### src/hdl/search_request_deframer_macros.svh
// Assertion macros shared by the search request deframer RTL.
// Included by the modules that check their own logic; no other dependencies.
`ifndef SEARCH_REQUEST_DEFRAMER_MACROS_SVH
`define SEARCH_REQUEST_DEFRAMER_MACROS_SVH

// Same-cycle implication, checked on every rising edge outside reset.
`define SRD_ASSERT_IMP(name, clk, rst, pre, post, msg) \
  name: assert property (@(posedge clk) disable iff (rst) (pre) |-> (post)) else $error(msg);

// Next-cycle implication, checked on every rising edge outside reset.
`define SRD_ASSERT_NXT(name, clk, rst, pre, post, msg) \
  name: assert property (@(posedge clk) disable iff (rst) (pre) |=> (post)) else $error(msg);

`endif

### src/hdl/srd_pkg.sv
// Package for the search request deframer: result kinds, header byte positions,
// queue sizing and the structs passed between the parser and the result queue.
`default_nettype none

package srd_pkg;

  // Result kinds.
  localparam logic [1:0] KIND_NAME  = 2'd0;
  localparam logic [1:0] KIND_DONE  = 2'd1;
  localparam logic [1:0] KIND_TRUNC = 2'd2;

  // Header byte positions that carry fields; the rest are ignored.
  localparam int          HDR_POS_W   = 4;
  localparam logic [3:0]  HDR_CMD_HI  = 4'd0;
  localparam logic [3:0]  HDR_CMD_LO  = 4'd1;
  localparam logic [3:0]  HDR_LEN_HI  = 4'd2;
  localparam logic [3:0]  HDR_LEN_LO  = 4'd3;
  localparam logic [3:0]  HDR_ID_B3   = 4'd8;
  localparam logic [3:0]  HDR_ID_B2   = 4'd9;
  localparam logic [3:0]  HDR_ID_B1   = 4'd10;
  localparam logic [3:0]  HDR_ID_B0   = 4'd11;
  localparam logic [3:0]  HDR_LAST    = 4'd15;

  // Reset value of the search command register.
  localparam logic [15:0] SEARCH_CODE_RESET = 16'h0006;

  // Result queue sizing; depth must be a power of two, at least 4.
  localparam int QUEUE_DEPTH = 4;
  localparam int QPTR_W      = $clog2(QUEUE_DEPTH);
  localparam int QCNT_W      = $clog2(QUEUE_DEPTH + 1);

  // One result word.
  typedef struct packed {
    logic [1:0]  kind;
    logic [7:0]  name_byte;
    logic [15:0] byte_offset;
    logic [31:0] channel_id;
    logic [15:0] name_length;
    logic        last;
  } srd_result_t;

  // Up to two result words produced by one input word, in order.
  typedef struct packed {
    logic        v0;
    logic        v1;
    srd_result_t r0;
    srd_result_t r1;
  } srd_push_t;

endpackage

`default_nettype wire

### src/hdl/srd_parser.sv
// Record parser: header collection, payload tracking and result generation.
// Depends on srd_pkg and the assertion macros header.
`default_nettype none
`include "search_request_deframer_macros.svh"

module srd_parser (
  input  wire logic              clk,
  input  wire logic              rst,
  input  wire logic              accept,
  input  wire logic [7:0]        data_byte,
  input  wire logic              datagram_end,
  input  wire logic              cfg_write,
  input  wire logic [15:0]       cfg_data,
  output srd_pkg::srd_push_t     push
);
  import srd_pkg::*;

  // Record state.
  logic [HDR_POS_W-1:0] hdr_pos, hdr_pos_next;
  logic [15:0]          hdr_cmd, hdr_cmd_next;
  logic [15:0]          pay_len, pay_len_next;
  logic [31:0]          chan_id, chan_id_next;
  logic [15:0]          pay_cnt, pay_cnt_next;
  logic [15:0]          strip_len, strip_len_next;
  logic                 in_payload, in_payload_next;
  logic                 is_search, is_search_next;
  logic [15:0]          search_code;

  // Per-word results before packing.
  logic                 name_v;
  logic                 tail_v;
  logic [1:0]           tail_kind;
  logic                 hit;
  srd_result_t          name_res;
  srd_result_t          tail_res;

  // Next-state and result computation for the word at the input.
  always_comb begin
    hdr_pos_next    = hdr_pos;
    hdr_cmd_next    = hdr_cmd;
    pay_len_next    = pay_len;
    chan_id_next    = chan_id;
    pay_cnt_next    = pay_cnt;
    strip_len_next  = strip_len;
    in_payload_next = in_payload;
    is_search_next  = is_search;
    name_v          = 1'b0;
    tail_v          = 1'b0;
    tail_kind       = KIND_DONE;
    hit             = 1'b0;

    if (!in_payload) begin
      unique case (hdr_pos)
        HDR_CMD_HI: hdr_cmd_next[15:8]  = data_byte;
        HDR_CMD_LO: hdr_cmd_next[7:0]   = data_byte;
        HDR_LEN_HI: pay_len_next[15:8]  = data_byte;
        HDR_LEN_LO: pay_len_next[7:0]   = data_byte;
        HDR_ID_B3:  chan_id_next[31:24] = data_byte;
        HDR_ID_B2:  chan_id_next[23:16] = data_byte;
        HDR_ID_B1:  chan_id_next[15:8]  = data_byte;
        HDR_ID_B0:  chan_id_next[7:0]   = data_byte;
        default: ;
      endcase
      if (hdr_pos == HDR_LAST) begin
        hit            = (hdr_cmd_next == search_code);
        hdr_pos_next   = '0;
        pay_cnt_next   = '0;
        strip_len_next = '0;
        if (pay_len_next == 16'd0) begin
          // An empty search payload completes on the last header byte.
          tail_v          = hit;
          tail_kind       = KIND_DONE;
          in_payload_next = 1'b0;
          is_search_next  = 1'b0;
        end else begin
          in_payload_next = 1'b1;
          is_search_next  = hit;
        end
      end else begin
        hdr_pos_next = hdr_pos + 1'b1;
      end
    end else begin
      if (is_search) begin
        name_v = 1'b1;
        if (data_byte != 8'd0) begin
          strip_len_next = pay_cnt + 16'd1;
        end
      end
      pay_cnt_next = pay_cnt + 16'd1;
      if (pay_cnt_next >= pay_len) begin
        tail_v          = is_search;
        tail_kind       = KIND_DONE;
        in_payload_next = 1'b0;
        is_search_next  = 1'b0;
        pay_cnt_next    = '0;
      end
    end

    // End of datagram: report a cut search payload, then drop all record state.
    if (datagram_end) begin
      if (in_payload_next && is_search_next) begin
        tail_v    = 1'b1;
        tail_kind = KIND_TRUNC;
      end
    end

    name_res             = '0;
    name_res.kind        = KIND_NAME;
    name_res.name_byte   = data_byte;
    name_res.byte_offset = pay_cnt;

    tail_res             = '0;
    tail_res.kind        = tail_kind;
    tail_res.channel_id  = chan_id_next;
    tail_res.name_length = strip_len_next;
    tail_res.last        = 1'b1;

    if (!in_payload_next) begin
      strip_len_next = '0;
    end

    if (datagram_end) begin
      hdr_pos_next    = '0;
      hdr_cmd_next    = '0;
      pay_len_next    = '0;
      chan_id_next    = '0;
      pay_cnt_next    = '0;
      strip_len_next  = '0;
      in_payload_next = 1'b0;
      is_search_next  = 1'b0;
    end

    // Pack in order: the name byte first, then the record end.
    push.v0       = name_v | tail_v;
    push.v1       = name_v & tail_v;
    push.r0       = name_v ? name_res : tail_res;
    push.r0.last  = ~(name_v & tail_v);
    push.r1       = tail_res;
  end

  // State registers, advanced on each accepted word.
  always_ff @(posedge clk) begin
    if (rst) begin
      hdr_pos    <= '0;
      hdr_cmd    <= '0;
      pay_len    <= '0;
      chan_id    <= '0;
      pay_cnt    <= '0;
      strip_len  <= '0;
      in_payload <= 1'b0;
      is_search  <= 1'b0;
    end else if (accept) begin
      hdr_pos    <= hdr_pos_next;
      hdr_cmd    <= hdr_cmd_next;
      pay_len    <= pay_len_next;
      chan_id    <= chan_id_next;
      pay_cnt    <= pay_cnt_next;
      strip_len  <= strip_len_next;
      in_payload <= in_payload_next;
      is_search  <= is_search_next;
    end
  end

  // Search command register.
  always_ff @(posedge clk) begin
    if (rst) begin
      search_code <= SEARCH_CODE_RESET;
    end else if (cfg_write) begin
      search_code <= cfg_data;
    end
  end

  `SRD_ASSERT_IMP(a_pair_ordered, clk, rst, push.v1, push.v0, "second result without first")
  `SRD_ASSERT_IMP(a_pair_tail, clk, rst, push.v1, push.r1.kind != KIND_NAME && push.r0.kind == KIND_NAME, "result pair out of order")
  `SRD_ASSERT_NXT(a_end_clears, clk, rst, accept && datagram_end, !in_payload && hdr_pos == '0, "record state kept past datagram end")

endmodule

`default_nettype wire

### src/hdl/srd_result_queue.sv
// Result queue: takes up to two result words per cycle, hands out one while rd_stall is low.
// Depends on srd_pkg and the assertion macros header.
`default_nettype none
`include "search_request_deframer_macros.svh"

module srd_result_queue (
  input  wire logic                 clk,
  input  wire logic                 rst,
  input  wire logic                 wr_en,
  input  wire srd_pkg::srd_push_t   push,
  output logic                      full,
  output logic                      rd_valid,
  input  wire logic                 rd_stall,
  output srd_pkg::srd_result_t      rd_data
);
  import srd_pkg::*;

  srd_result_t         mem [QUEUE_DEPTH];
  logic [QPTR_W-1:0]   wr_ptr;
  logic [QPTR_W-1:0]   rd_ptr;
  logic [QCNT_W-1:0]   count, count_next;
  logic [1:0]          push_n;
  logic                pop;

  // Room check leaves space for a full pair of results.
  assign full     = count > QCNT_W'(QUEUE_DEPTH - 2);
  assign rd_valid = count != '0;
  assign rd_data  = mem[rd_ptr];
  assign pop      = rd_valid & ~rd_stall;

  always_comb begin
    push_n = '0;
    if (wr_en) begin
      push_n = {1'b0, push.v0} + {1'b0, push.v1};
    end
    count_next = count + QCNT_W'(push_n) - QCNT_W'(pop);
  end

  // Entry storage; the second word of a pair goes one place after the first.
  always_ff @(posedge clk) begin
    if (wr_en && push.v0) begin
      mem[wr_ptr] <= push.r0;
    end
    if (wr_en && push.v1) begin
      mem[wr_ptr + 1'b1] <= push.r1;
    end
  end

  // Pointers and fill count.
  always_ff @(posedge clk) begin
    if (rst) begin
      wr_ptr <= '0;
      rd_ptr <= '0;
      count  <= '0;
    end else begin
      wr_ptr <= wr_ptr + QPTR_W'(push_n);
      if (pop) begin
        rd_ptr <= rd_ptr + 1'b1;
      end
      count <= count_next;
    end
  end

  `SRD_ASSERT_IMP(a_no_overflow, clk, rst, 1'b1, count <= QCNT_W'(QUEUE_DEPTH), "queue count above depth")
  `SRD_ASSERT_IMP(a_pair_room, clk, rst, push_n == 2'd2, count <= QCNT_W'(QUEUE_DEPTH - 2), "pair written without room")
  `SRD_ASSERT_NXT(a_rd_advance, clk, rst, pop, rd_ptr == $past(rd_ptr) + 1'b1, "read pointer did not advance")

endmodule

`default_nettype wire

### src/hdl/search_request_deframer.sv
// Search request deframer top level: parser feeding a small result queue.
// Depends on srd_pkg, srd_parser and srd_result_queue.
//
//   channel  | direction | handshake            | payload
//   ---------+-----------+----------------------+-------------------------------------
//   in       | input     | in_valid / in_stall  | data_byte, datagram_end
//   out      | output    | out_valid / out_stall| kind, name_byte, byte_offset,
//            |           |                      | channel_id, name_length, last
//   cfg      | input     | cfg_write            | cfg_data (search command code)
//
// Each input word is parsed in the cycle it is accepted; its results are
// registered in a four-entry queue and reach the output behind earlier entries.
// Input runs at one word per cycle while out_stall is low and each word yields
// at most one result; two results from one word leave the single output port
// one after the other. in_stall rises when the queue lacks room for two results;
// out_stall only holds the queue. Reset is synchronous and resets parser and queue.
`default_nettype none

module search_request_deframer (
  input  wire logic        clk,
  input  wire logic        rst,
  input  wire logic        in_valid,
  output logic             in_stall,
  input  wire logic [7:0]  data_byte,
  input  wire logic        datagram_end,
  input  wire logic        cfg_write,
  input  wire logic [15:0] cfg_data,
  output logic             out_valid,
  input  wire logic        out_stall,
  output logic [1:0]       kind,
  output logic [7:0]       name_byte,
  output logic [15:0]      byte_offset,
  output logic [31:0]      channel_id,
  output logic [15:0]      name_length,
  output logic             last
);
  import srd_pkg::*;

  logic        accept;
  logic        full;
  srd_push_t   push;
  srd_result_t head;

  assign in_stall = full;
  assign accept   = in_valid & ~full;

  // Header and payload parsing.
  srd_parser u_parser (
    .clk          (clk),
    .rst          (rst),
    .accept       (accept),
    .data_byte    (data_byte),
    .datagram_end (datagram_end),
    .cfg_write    (cfg_write),
    .cfg_data     (cfg_data),
    .push         (push)
  );

  // Result buffering toward the output channel.
  srd_result_queue u_queue (
    .clk      (clk),
    .rst      (rst),
    .wr_en    (accept),
    .push     (push),
    .full     (full),
    .rd_valid (out_valid),
    .rd_stall (out_stall),
    .rd_data  (head)
  );

  // Output fields from the queue head.
  assign kind        = head.kind;
  assign name_byte   = head.name_byte;
  assign byte_offset = head.byte_offset;
  assign channel_id  = head.channel_id;
  assign name_length = head.name_length;
  assign last        = head.last;

endmodule

`default_nettype wire
### config.mk
export PLATFORM = sky130hd
export DESIGN_NAME = search_request_deframer
export DESIGN_NICKNAME = d
export VERILOG_FILES = /design/src/hdl/srd_pkg.sv /design/src/hdl/srd_parser.sv /design/src/hdl/srd_result_queue.sv /design/src/hdl/search_request_deframer.sv
export VERILOG_INCLUDE_DIRS = /design/src /design/src/hdl
export SDC_FILE = /design/constraint.sdc
export NUM_CORES = 1
export LEC_CHECK = 0
export BUFFER_PORTS_ARGS = -buffer_cell sky130_fd_sc_hd__buf_2
export CAP_MARGIN = 20
export CORE_MARGIN = 1
export CORE_UTILIZATION = 66
export CTS_CLUSTER_DIAMETER = 80
export DETAILED_ROUTE_END_ITERATION = 8
export PLACE_DENSITY = 0.92
export SYNTH_ARGS = -nofsm -noshare
export SYNTH_HDL_FRONTEND = slang
export SYNTH_SLANG_ARGS = --single-unit
### constraint.sdc
create_clock -name clk -period 16 [get_ports clk]
set_clock_uncertainty 0.05 [all_clocks]
set_input_delay 3.2 -clock clk [delete_from_list [all_inputs] [get_ports clk]]
set_output_delay 3.2 -clock clk [all_outputs]
set_load 0.005 [all_outputs]
==> run_results.csv, run 1 <==
group,metric,value,unit
run_status,run_status,"finished, final reports clean",
timing,finalHoldViolCount,0,
power_and_ir_drop,power.internal,0.00190,W
grt,grt_start_max_net_pins,62,
power_and_ir_drop,cellLeakagePower,7.24,nW
route,initialDrtViolationCount,2395,
grt,global_route.usage.met3,0.0706,
die,die_ar,29100,um2
timing,grt_setup_unrepaired,"no",
synthesis,synth_cell_types,59,
cells_and_area,regArea,10600,um2
synthesis,synth-seq-area-share,0.563,
cells_and_area,stdcell_count,2255,
power_and_ir_drop,pwrdens,121,nW/um2
synthesis,synth.top_cell.area_share,0.320,
route,drt_pre_antenna_iters,6,
die,die_height,171,um
route,route.vias.total,14700,
die,placement_rows,61,
die,core_region_area,27900,um2
synthesis,synth_area_leaders,"edfxtp_1 (32%), dfxtp_1 (24%), nor2_1 (11%)",
route,routed_wire_length_per_instance,22.4,um
synthesis,synthesis.area_per_instance,10.5,um2
power_and_ir_drop,power_switching,0.000631,W
timing,hold_slack,402,ps
cells_and_area,nNetsFinal,1903,
die,fp.dieW,171,um
route,routed_wl,50500,um
timing,slew-limit-headroom,0.398,
worst_setup_path,crit_type,"input pin to register",
synthesis,syn-num-nets,1850,
die,start_util,0.673,
power_and_ir_drop,power.share.combinational,0.161,
place,port-buffer-count,106,
grt,total_grt_usage,0.356,
place,pre_cts_slack,8600,ps
worst_setup_path,timing.critical_path.max_delay_family,"simple AND/OR/NAND/NOR gates",
clocking,worst_setup_hold_path_clk_slew,60,ps
clocking,max-clock-path-buffers,3,
clocking,cts.root.buffer_cell,"clkbuf_16",
cells_and_area,layout-area-overhead-vs-synth,11.2,%
clocking,clock_latency,540,ps
synthesis,synthesis.area,18700,um2
grt,number_of_global_route_vias_before_repair,14300,
route,avgViaCountPerCell,6.52,
timing,final_max_slew_viol_count,0,
synthesis,synth.largest_area_cell,"edfxtp_1",
job,max-cap-violations,0,
cells_and_area,fillers,1606,
route,ant_nets,0,
synthesis,synth_cells,1792,
worst_setup_path,worst_ep_arrival_time,7050,ps
grt,grt_first_pass_wirelength,78600,um
power_and_ir_drop,clockPowerShare,0.371,
die,design.portCount,107,
clocking,cts-buffers-inserted,42,
grt,antenna_violations_before_repair,1,
hold_path,worst_hold_check_path_type,"register to register",
clocking,cts.htree.levels,2,
place,finalWeightedCongestion,0.920,
grt,grt_overflow,0,
timing,pnr_worst_setup_slack,9070,ps
timing,worst_slew_pin_slew,902,ps
timing,layout_worst_path_cycle_share,0.433,
grt,gr-usage-met2,0.574,
timing,timing.final.crit_period,6930,ps
route,detail_route.drc_violations,0,
cells_and_area,multi_input_comb_area,7630,um2
worst_setup_path,required_time_at_the_worst_slack_endpoint,16120,ps
clocking,cts_tree,"yes",
timing,final_total_negative_setup_slack,0,ps
worst_setup_path,worst_setup_path_start_kind,"input pin",
clocking,postCtsSetupBuffers,0,
synthesis,synth-edff-count,200,
clocking,cts.repair.resized,0,
timing,fmaxAchievable,144,MHz
timing,final-setup-viol-count,0,
place,hpwlAfterDp,30600,um
power_and_ir_drop,seqPwrFrac,0.468,
synthesis,yosysWarningCount,0,
power_and_ir_drop,post-layout-total-power,0.00253,W
clocking,clock_sinks,427,
worst_setup_path,crit_path_cell_trace,"buf_2 -> inv_1 -> a222oi_1 -> mux2i_1 -> a2111oi_2 -> nand4_1 -> or2_1 -> o21a_1 -> ha_1 -> or3_1 -> buf_4 -> nor2b_1 -> inv_2 -> buf_4",
worst_setup_path,critPathMaxStageDelay,560,ps
synthesis,synth.ff_latch_count,427,
power_and_ir_drop,switching_share,0.249,
place,place.detailed.instances,2177,
grt,global_route.peak_usage_layer,"met2",
synthesis,ys_async_sr_fraction,0,
synthesis,dominantRegCellSynth,"dfxtp_1",
worst_setup_path,timing.critical_path.slowest_stage_cell,"buf_4",
grt,globalRouteMet1Util,0.460,
worst_setup_path,crit_path_end_kind,"register",
worst_setup_path,critical_path_buf_inv_count,5,
cells_and_area,drive_above_1_share,0.159,
clocking,cts_hold_buf,0,
worst_setup_path,timing.critical_path.fanout_max,50,
worst_setup_path,crit_path_frequent_cell,"buf_4",
power_and_ir_drop,ir_worst_vdd,0.118,mV
## final timing paths
path	from	slack, ps	cells past startpoint	to
setup reg to reg	u_parser.pay_cnt[0]$_SDFFE_PP0P_	9750	19	u_queue.mem[1][27]$_DFFE_PP_
hold / removal	u_queue.mem[1][62]$_SDFFE_PP0P_	400	2	u_queue.mem[1][62]$_SDFFE_PP0P_
hold reg to reg	u_queue.mem[1][62]$_SDFFE_PP0P_	400	2	u_queue.mem[1][62]$_SDFFE_PP0P_
setup / recovery	data_byte[2]	9070	14	u_queue.mem[1][37]$_DFFE_PP_
## cells by family (layout without fill, tap and decap cells)
family          after synthesis  count (layout)  share of synthesized area
compound gates              271             271                     0.0857
other cells                   0               1                          0
flops                       427             427                      0.563
xor+xnor                     28              28                     0.0131
buf+inv                     162             246                     0.0332
fa+ha+maj                    28              28                     0.0191
simple gates                745             745                      0.166
mux                         131             131                      0.120
## tightest hold or removal path: stages, from the launching register on
cell     delay (ps)
dfxtp_1         320
nand2_1          40
o21ai_0          60
## stage by stage
step | util | instance area [um2]
2_1_floorplan | - | 18700
3_3_place_gp | 0.701 | 19500
6_report | 0.748 | 20800
5_1_grt | 0.748 | 20800
4_1_cts | 0.747 | 20800
3_5_place_dp | 0.701 | 19500
## cells in the final DEF, fill, tap and decap left out, types with 8 or more instances in the layout
cell type  netlist  final
ha_1            27     27
a22oi_1         37     37
inv_1           40     39
clkbuf_1       101     12
buf_4            0     25
mux2i_1         54     54
dfxtp_1        227    225
nor2b_1         18     18
xnor2_1         15     15
xor2_1          13     13
nor2_1         533    526
nand2_1         97     95
clkbuf_16        0     44
edfxtp_1       200    200
and3_1           9      9
a21oi_1        140    140
o21ai_0         48     47
buf_2            5    105
nand3_1         19     19
or3_1            8      8
mux4_2          75     75
## cell usage after synthesis (8+ instances only)
master	count
edfxtp_1	200
a21oi_1	140
clkbuf_1	101
buf_1	15
xnor2_1	15
inv_1	40
and3_1	9
nand2_1	97
ha_1	27
or3_1	8
nor2b_1	18
mux4_2	75
mux2i_1	54
nand3_1	19
dfxtp_1	227
nor3_1	8
xor2_1	13
a22oi_1	37
nor2_1	533
o21ai_0	48
## registers in the layout, summed over array words and instances (netlist names), 4 cells and up, named ones only
signal / count
u_parser.hdr_cmd: 16
u_parser.pay_cnt: 16
u_parser.pay_len: 16
u_parser.hdr_pos: 4
u_parser.search_code: 16
u_parser.strip_len: 16
u_parser.chan_id: 32
u_queue.mem: 300
## per-layer routing
metal / wire [um] / part of all wire
met1: 18300 / 0.36
met2: 24000 / 0.48
met3: 5470 / 0.11
met4: 2670 / 0.053
met5: 0 / 0
## power by group through the flow
stage | registers, W | logic [W] | clock network (W)
CTS | 0.00119 | 0.000405 | 0.000936
finish | 0.00118 | 0.000407 | 0.000938
floorplan | 0.00117 | 0.000290 | 0
detailed placement | 0.00121 | 0.000398 | 0
global route | 0.00119 | 0.000441 | 0.000983
global placement | 0.00121 | 0.000392 | 0
## cell type report
cell class	instances	share of cell area
well taps	378	0.0227
clock inverters	11	0.00258
diodes	1	0.000120
inverters	40	0.00721
repair buffers	131	0.0348
flip-flops and latches	427	0.507
multi-input cells	1203	0.366
clock buffers	64	0.0599
Power figures use the tool's default switching activity.
==> run 2: changes to the inputs <==
--- a/config.mk
+++ b/config.mk
@@ -6,13 +6,14 @@
 export SDC_FILE = /design/constraint.sdc
 export NUM_CORES = 1
 export LEC_CHECK = 0
+export ABC_AREA = 1
 export BUFFER_PORTS_ARGS = -buffer_cell sky130_fd_sc_hd__buf_2
 export CAP_MARGIN = 20
 export CORE_MARGIN = 1
-export CORE_UTILIZATION = 66
+export CORE_UTILIZATION = 61
 export CTS_CLUSTER_DIAMETER = 80
 export DETAILED_ROUTE_END_ITERATION = 8
-export PLACE_DENSITY = 0.92
+export PLACE_DENSITY = 0.87
 export SYNTH_ARGS = -nofsm -noshare
 export SYNTH_HDL_FRONTEND = slang
 export SYNTH_SLANG_ARGS = --single-unit
==> constraint.sdc (replaced) <==
create_clock -name clk -period 6.7 [get_ports clk]
set_clock_uncertainty 0.05 [all_clocks]
set_input_delay 1.34 -clock clk [delete_from_list [all_inputs] [get_ports clk]]
set_output_delay 1.34 -clock clk [all_outputs]
set_load 0.005 [all_outputs]
==> run_results.csv, run 2 <==
group,metric,value,unit
die,fp.dieW,181,um
synthesis,dominantRegCellSynth,"dfxtp_1",
clocking,worst_setup_hold_path_clk_slew,60,ps
route,initialDrtViolationCount,2427,
power_and_ir_drop,ir_worst_vdd,0.232,mV
synthesis,syn-num-nets,2435,
worst_setup_path,regToRegSetupSlack,730,ps
cells_and_area,nNetsFinal,2471,
cells_and_area,largest_register_ff_count,300,
route,route.vias.total,17400,
worst_setup_path,critical_path_buf_inv_count,5,
worst_setup_path,critPathMaxStageDelay,650,ps
grt,antenna_violations_before_repair,0,
run_status,run_status,"finished, final reports clean",
cells_and_area,mostFrequentLayoutCells,"nor2_1 (481), nand2_1 (323), o21ai_0 (283)",
synthesis,yosysMostFrequentCell,"nor2_1",
clocking,max-clock-path-buffers,3,
worst_setup_path,timing.critical_path.fanout_max,51,
die,start_util,0.618,
route,detail_route.drc_violations,0,
power_and_ir_drop,pwrdens,282,nW/um2
synthesis,ys_async_sr_fraction,0,
synthesis,synth_area_leaders,"edfxtp_1 (31%), dfxtp_1 (23%), nor2_1 (9.3%)",
clocking,postCtsSetupBuffers,0,
timing,layout_worst_path_cycle_share,0.891,
synthesis,synth_cells,2377,
worst_setup_path,timing.critical_path.slowest_stage_cell,"buf_4",
timing,worst_slew_pin_slew,1160,ps
route,routed_wl,53500,um
synthesis,synth-seq-area-share,0.542,
clocking,cts.repair.resized,0,
worst_setup_path,worst_setup_path_startpoint,"u_parser.pay_cnt[2]$_SDFFE_PP0P_",
worst_setup_path,timing.critical_path.depth,21,
cells_and_area,max_flop_register,"u_queue.mem",
place,hpwlAfterDp,32600,um
power_and_ir_drop,cellLeakagePower,7.61,nW
die,core_region_area,31500,um2
worst_setup_path,required_time_at_the_worst_slack_endpoint,6830,ps
worst_setup_path,worstRegToRegCells,21,
cells_and_area,layout-area-overhead-vs-synth,11.3,%
synthesis,synth.largest_area_cell,"edfxtp_1",
grt,number_of_global_route_vias_before_repair,16400,
place,port-buffer-count,106,
worst_setup_path,crit_path_end_kind,"register",
timing,pnr_worst_setup_slack,730,ps
synthesis,yosysWarningCount,0,
die,die_ar,32600,um2
worst_setup_path,worst_ep_arrival_time,6100,ps
place,place.detailed.instances,2768,
route,routed_wire_length_per_instance,18.8,um
timing,slew-limit-headroom,0.225,
synthesis,synthesis.area,19500,um2
timing,timing.final.crit_period,5970,ps
clocking,cts.htree.levels,2,
timing,final-setup-viol-count,0,
die,placement_rows,65,
worst_setup_path,crit_path_cell_trace,"nand3_1 -> nor3_2 -> inv_1 -> nor2_1 -> xor2_1 -> ha_1 -> a21oi_1 -> o21ai_0 -> a21oi_1 -> nand3_1 -> o22ai_4 -> nand3_2 -> nand2_2 -> ha_1 -> inv_1 -> nor2_1 -> inv_2 -> nor2_1 -> inv_1 -> nand2_2 -> buf_4",
timing,final_max_slew_viol_count,0,
worst_setup_path,timing.critical_path.max_delay_family,"simple AND/OR/NAND/NOR gates",
job,max-cap-violations,0,
worst_setup_path,worstReg2RegEnd,"u_queue.mem[3][34]$_DFFE_PP_",
cells_and_area,most_common_library_cell_in_the_layout_ignoring_fill_and_taps,"nor2_1",
grt,grt_start_max_net_pins,101,
timing,fmaxAchievable,167,MHz
timing,finalHoldViolCount,0,
synthesis,synthesis.area_per_instance,8.19,um2
place,pre_cts_slack,834,ps
clocking,cts_tree,"yes",
grt,grt_overflow,0,
cells_and_area,biggestRegsByFlops,"u_queue.mem (300), u_parser.chan_id (32)",
synthesis,synth_cell_types,42,
cells_and_area,drive_above_1_share,0.0952,
timing,hold_slack,406,ps
clocking,cts.root.buffer_cell,"clkbuf_16",
route,ant_nets,0,
cells_and_area,final_util,0.688,
route,avgViaCountPerCell,6.10,
route,drt_pre_antenna_iters,6,
place,finalWeightedCongestion,0.901,
grt,grt_first_pass_wirelength,84100,um
clocking,clock_latency,580,ps
synthesis,synth.top_cell.area_share,0.309,
synthesis,synth-edff-count,200,
clocking,cts_hold_buf,0,
clocking,cts-buffers-inserted,43,
cells_and_area,stdcell_count,2849,
die,die_height,181,um
hold_path,worst_hold_check_path_type,"register to register",
timing,grt_setup_unrepaired,"no",
cells_and_area,antennaDiodeCount,0,
worst_setup_path,worstSetupEndpoint,"u_queue.mem[3][34]$_DFFE_PP_",
synthesis,synth_common_cells,"nor2_1 (482), nand2_1 (326), o21ai_0 (283), dfxtp_1 (227), inv_1 (220)",
worst_setup_path,worst_setup_path_start_kind,"register",
clocking,clock_sinks,427,
die,design.portCount,107,
worst_setup_path,critical_path.reg2reg.startpoint,"u_parser.pay_cnt[2]$_SDFFE_PP0P_",
timing,final_total_negative_setup_slack,0,ps
grt,total_grt_usage,0.322,
synthesis,synth.ff_latch_count,427,
worst_setup_path,crit_type,"register to register",
run 2: cell types whose count changed after synthesis, sizes merged, moves of 15 or more:
cell / delta
nand2: +231
o22ai: +101
xnor2: -15
a21oi: +36
nor2b: -18
inv: +189
mux2i: -54
nand3: +68
o21ai: +235
mux4: -75
a22oi: -21
nor2: -42
run 2: how the worst min path moves through the flow:
| stage | end | depth (start not counted) | from | slack [ps] |
|---|---|---|---|---|
| 3_3_place_gp | u_queue.mem[1][72]$_SDFFE_PP0P_ | 2 | u_queue.mem[1][72]$_SDFFE_PP0P_ | 380 |
| 2_1_floorplan | u_queue.mem[1][49]$_SDFFE_PP0P_ | 2 | u_queue.mem[1][49]$_SDFFE_PP0P_ | 370 |
| 6_report | u_queue.mem[1][64]$_SDFFE_PP0P_ | 2 | u_queue.mem[1][64]$_SDFFE_PP0P_ | 410 |
| 5_1_grt | u_parser.strip_len[0]$_SDFFE_PP0P_ | 2 | u_parser.strip_len[0]$_SDFFE_PP0P_ | 430 |
| 4_1_cts | u_queue.mem[1][64]$_SDFFE_PP0P_ | 2 | u_queue.mem[1][64]$_SDFFE_PP0P_ | 410 |
| 3_5_place_dp | u_queue.mem[1][64]$_SDFFE_PP0P_ | 2 | u_queue.mem[1][64]$_SDFFE_PP0P_ | 390 |
run 2: logic make-up after synthesis:
group / after synthesis / synth area share
AND/OR/NAND/NOR: 928 / 0.190
XOR/XNOR: 12 / 0.00540
buffers and inverters: 369 / 0.0728
adder cells (fa/ha/maj): 28 / 0.0184
flip-flops: 427 / 0.542
AO/OA/AOI/OAI: 613 / 0.171
run 2: final cells by class:
type	instances	area, um2
Clock buffer	59	1230
Fill cell	2312	9800
Clock inverter	20	235
Sequential cell	427	10600
Inverter	231	870
Tap cell	402	503
Multi-Input combinational cell	1581	7510
Timing Repair Buffer	129	771
run 2: metal layers:
| metal | global-route usage | up-vias | part of all wire | wire length (um) |
|---|---|---|---|---|
| li1 | - | 8011 | - | - |
| met2 | 0.523 | 1132 | 0.47 | 24900 |
| met4 | 0.136 | 0 | 0.032 | 1690 |
| met5 | 0 | - | 0 | 0 |
| met3 | 0.0457 | 137 | 0.12 | 6290 |
| met1 | 0.434 | 8087 | 0.39 | 20600 |
run 2: where the power goes:
part           leakage (nW)  internal (W)  switching, W
Combinational          3.68      0.000259      0.000596
Sequential             3.21       0.00273     0.0000647
Clock                 0.720       0.00142       0.00104
Total                  7.61       0.00441       0.00170
run 2: stage by stage:
stage	cell area, um2	total power, W
floorplan	19500	0.00337
global placement	20200	0.00366
CTS	21600	0.00609
finish	21700	0.00611
detailed placement	20200	0.00368
global route	21700	0.00631
run 2: worst register-to-register path: stages (launching register included):
cell,delay [ps]
dfxtp_1,420
nand3_1,170
nor3_2,300
inv_1,100
nor2_1,200
xor2_1,270
ha_1,290
a21oi_1,140
o21ai_0,100
a21oi_1,190
nand3_1,210
o22ai_4,470
nand3_2,290
nand2_2,150
ha_1,180
inv_1,50
nor2_1,120
inv_2,100
nor2_1,390
inv_1,530
nand2_2,190
buf_4,650
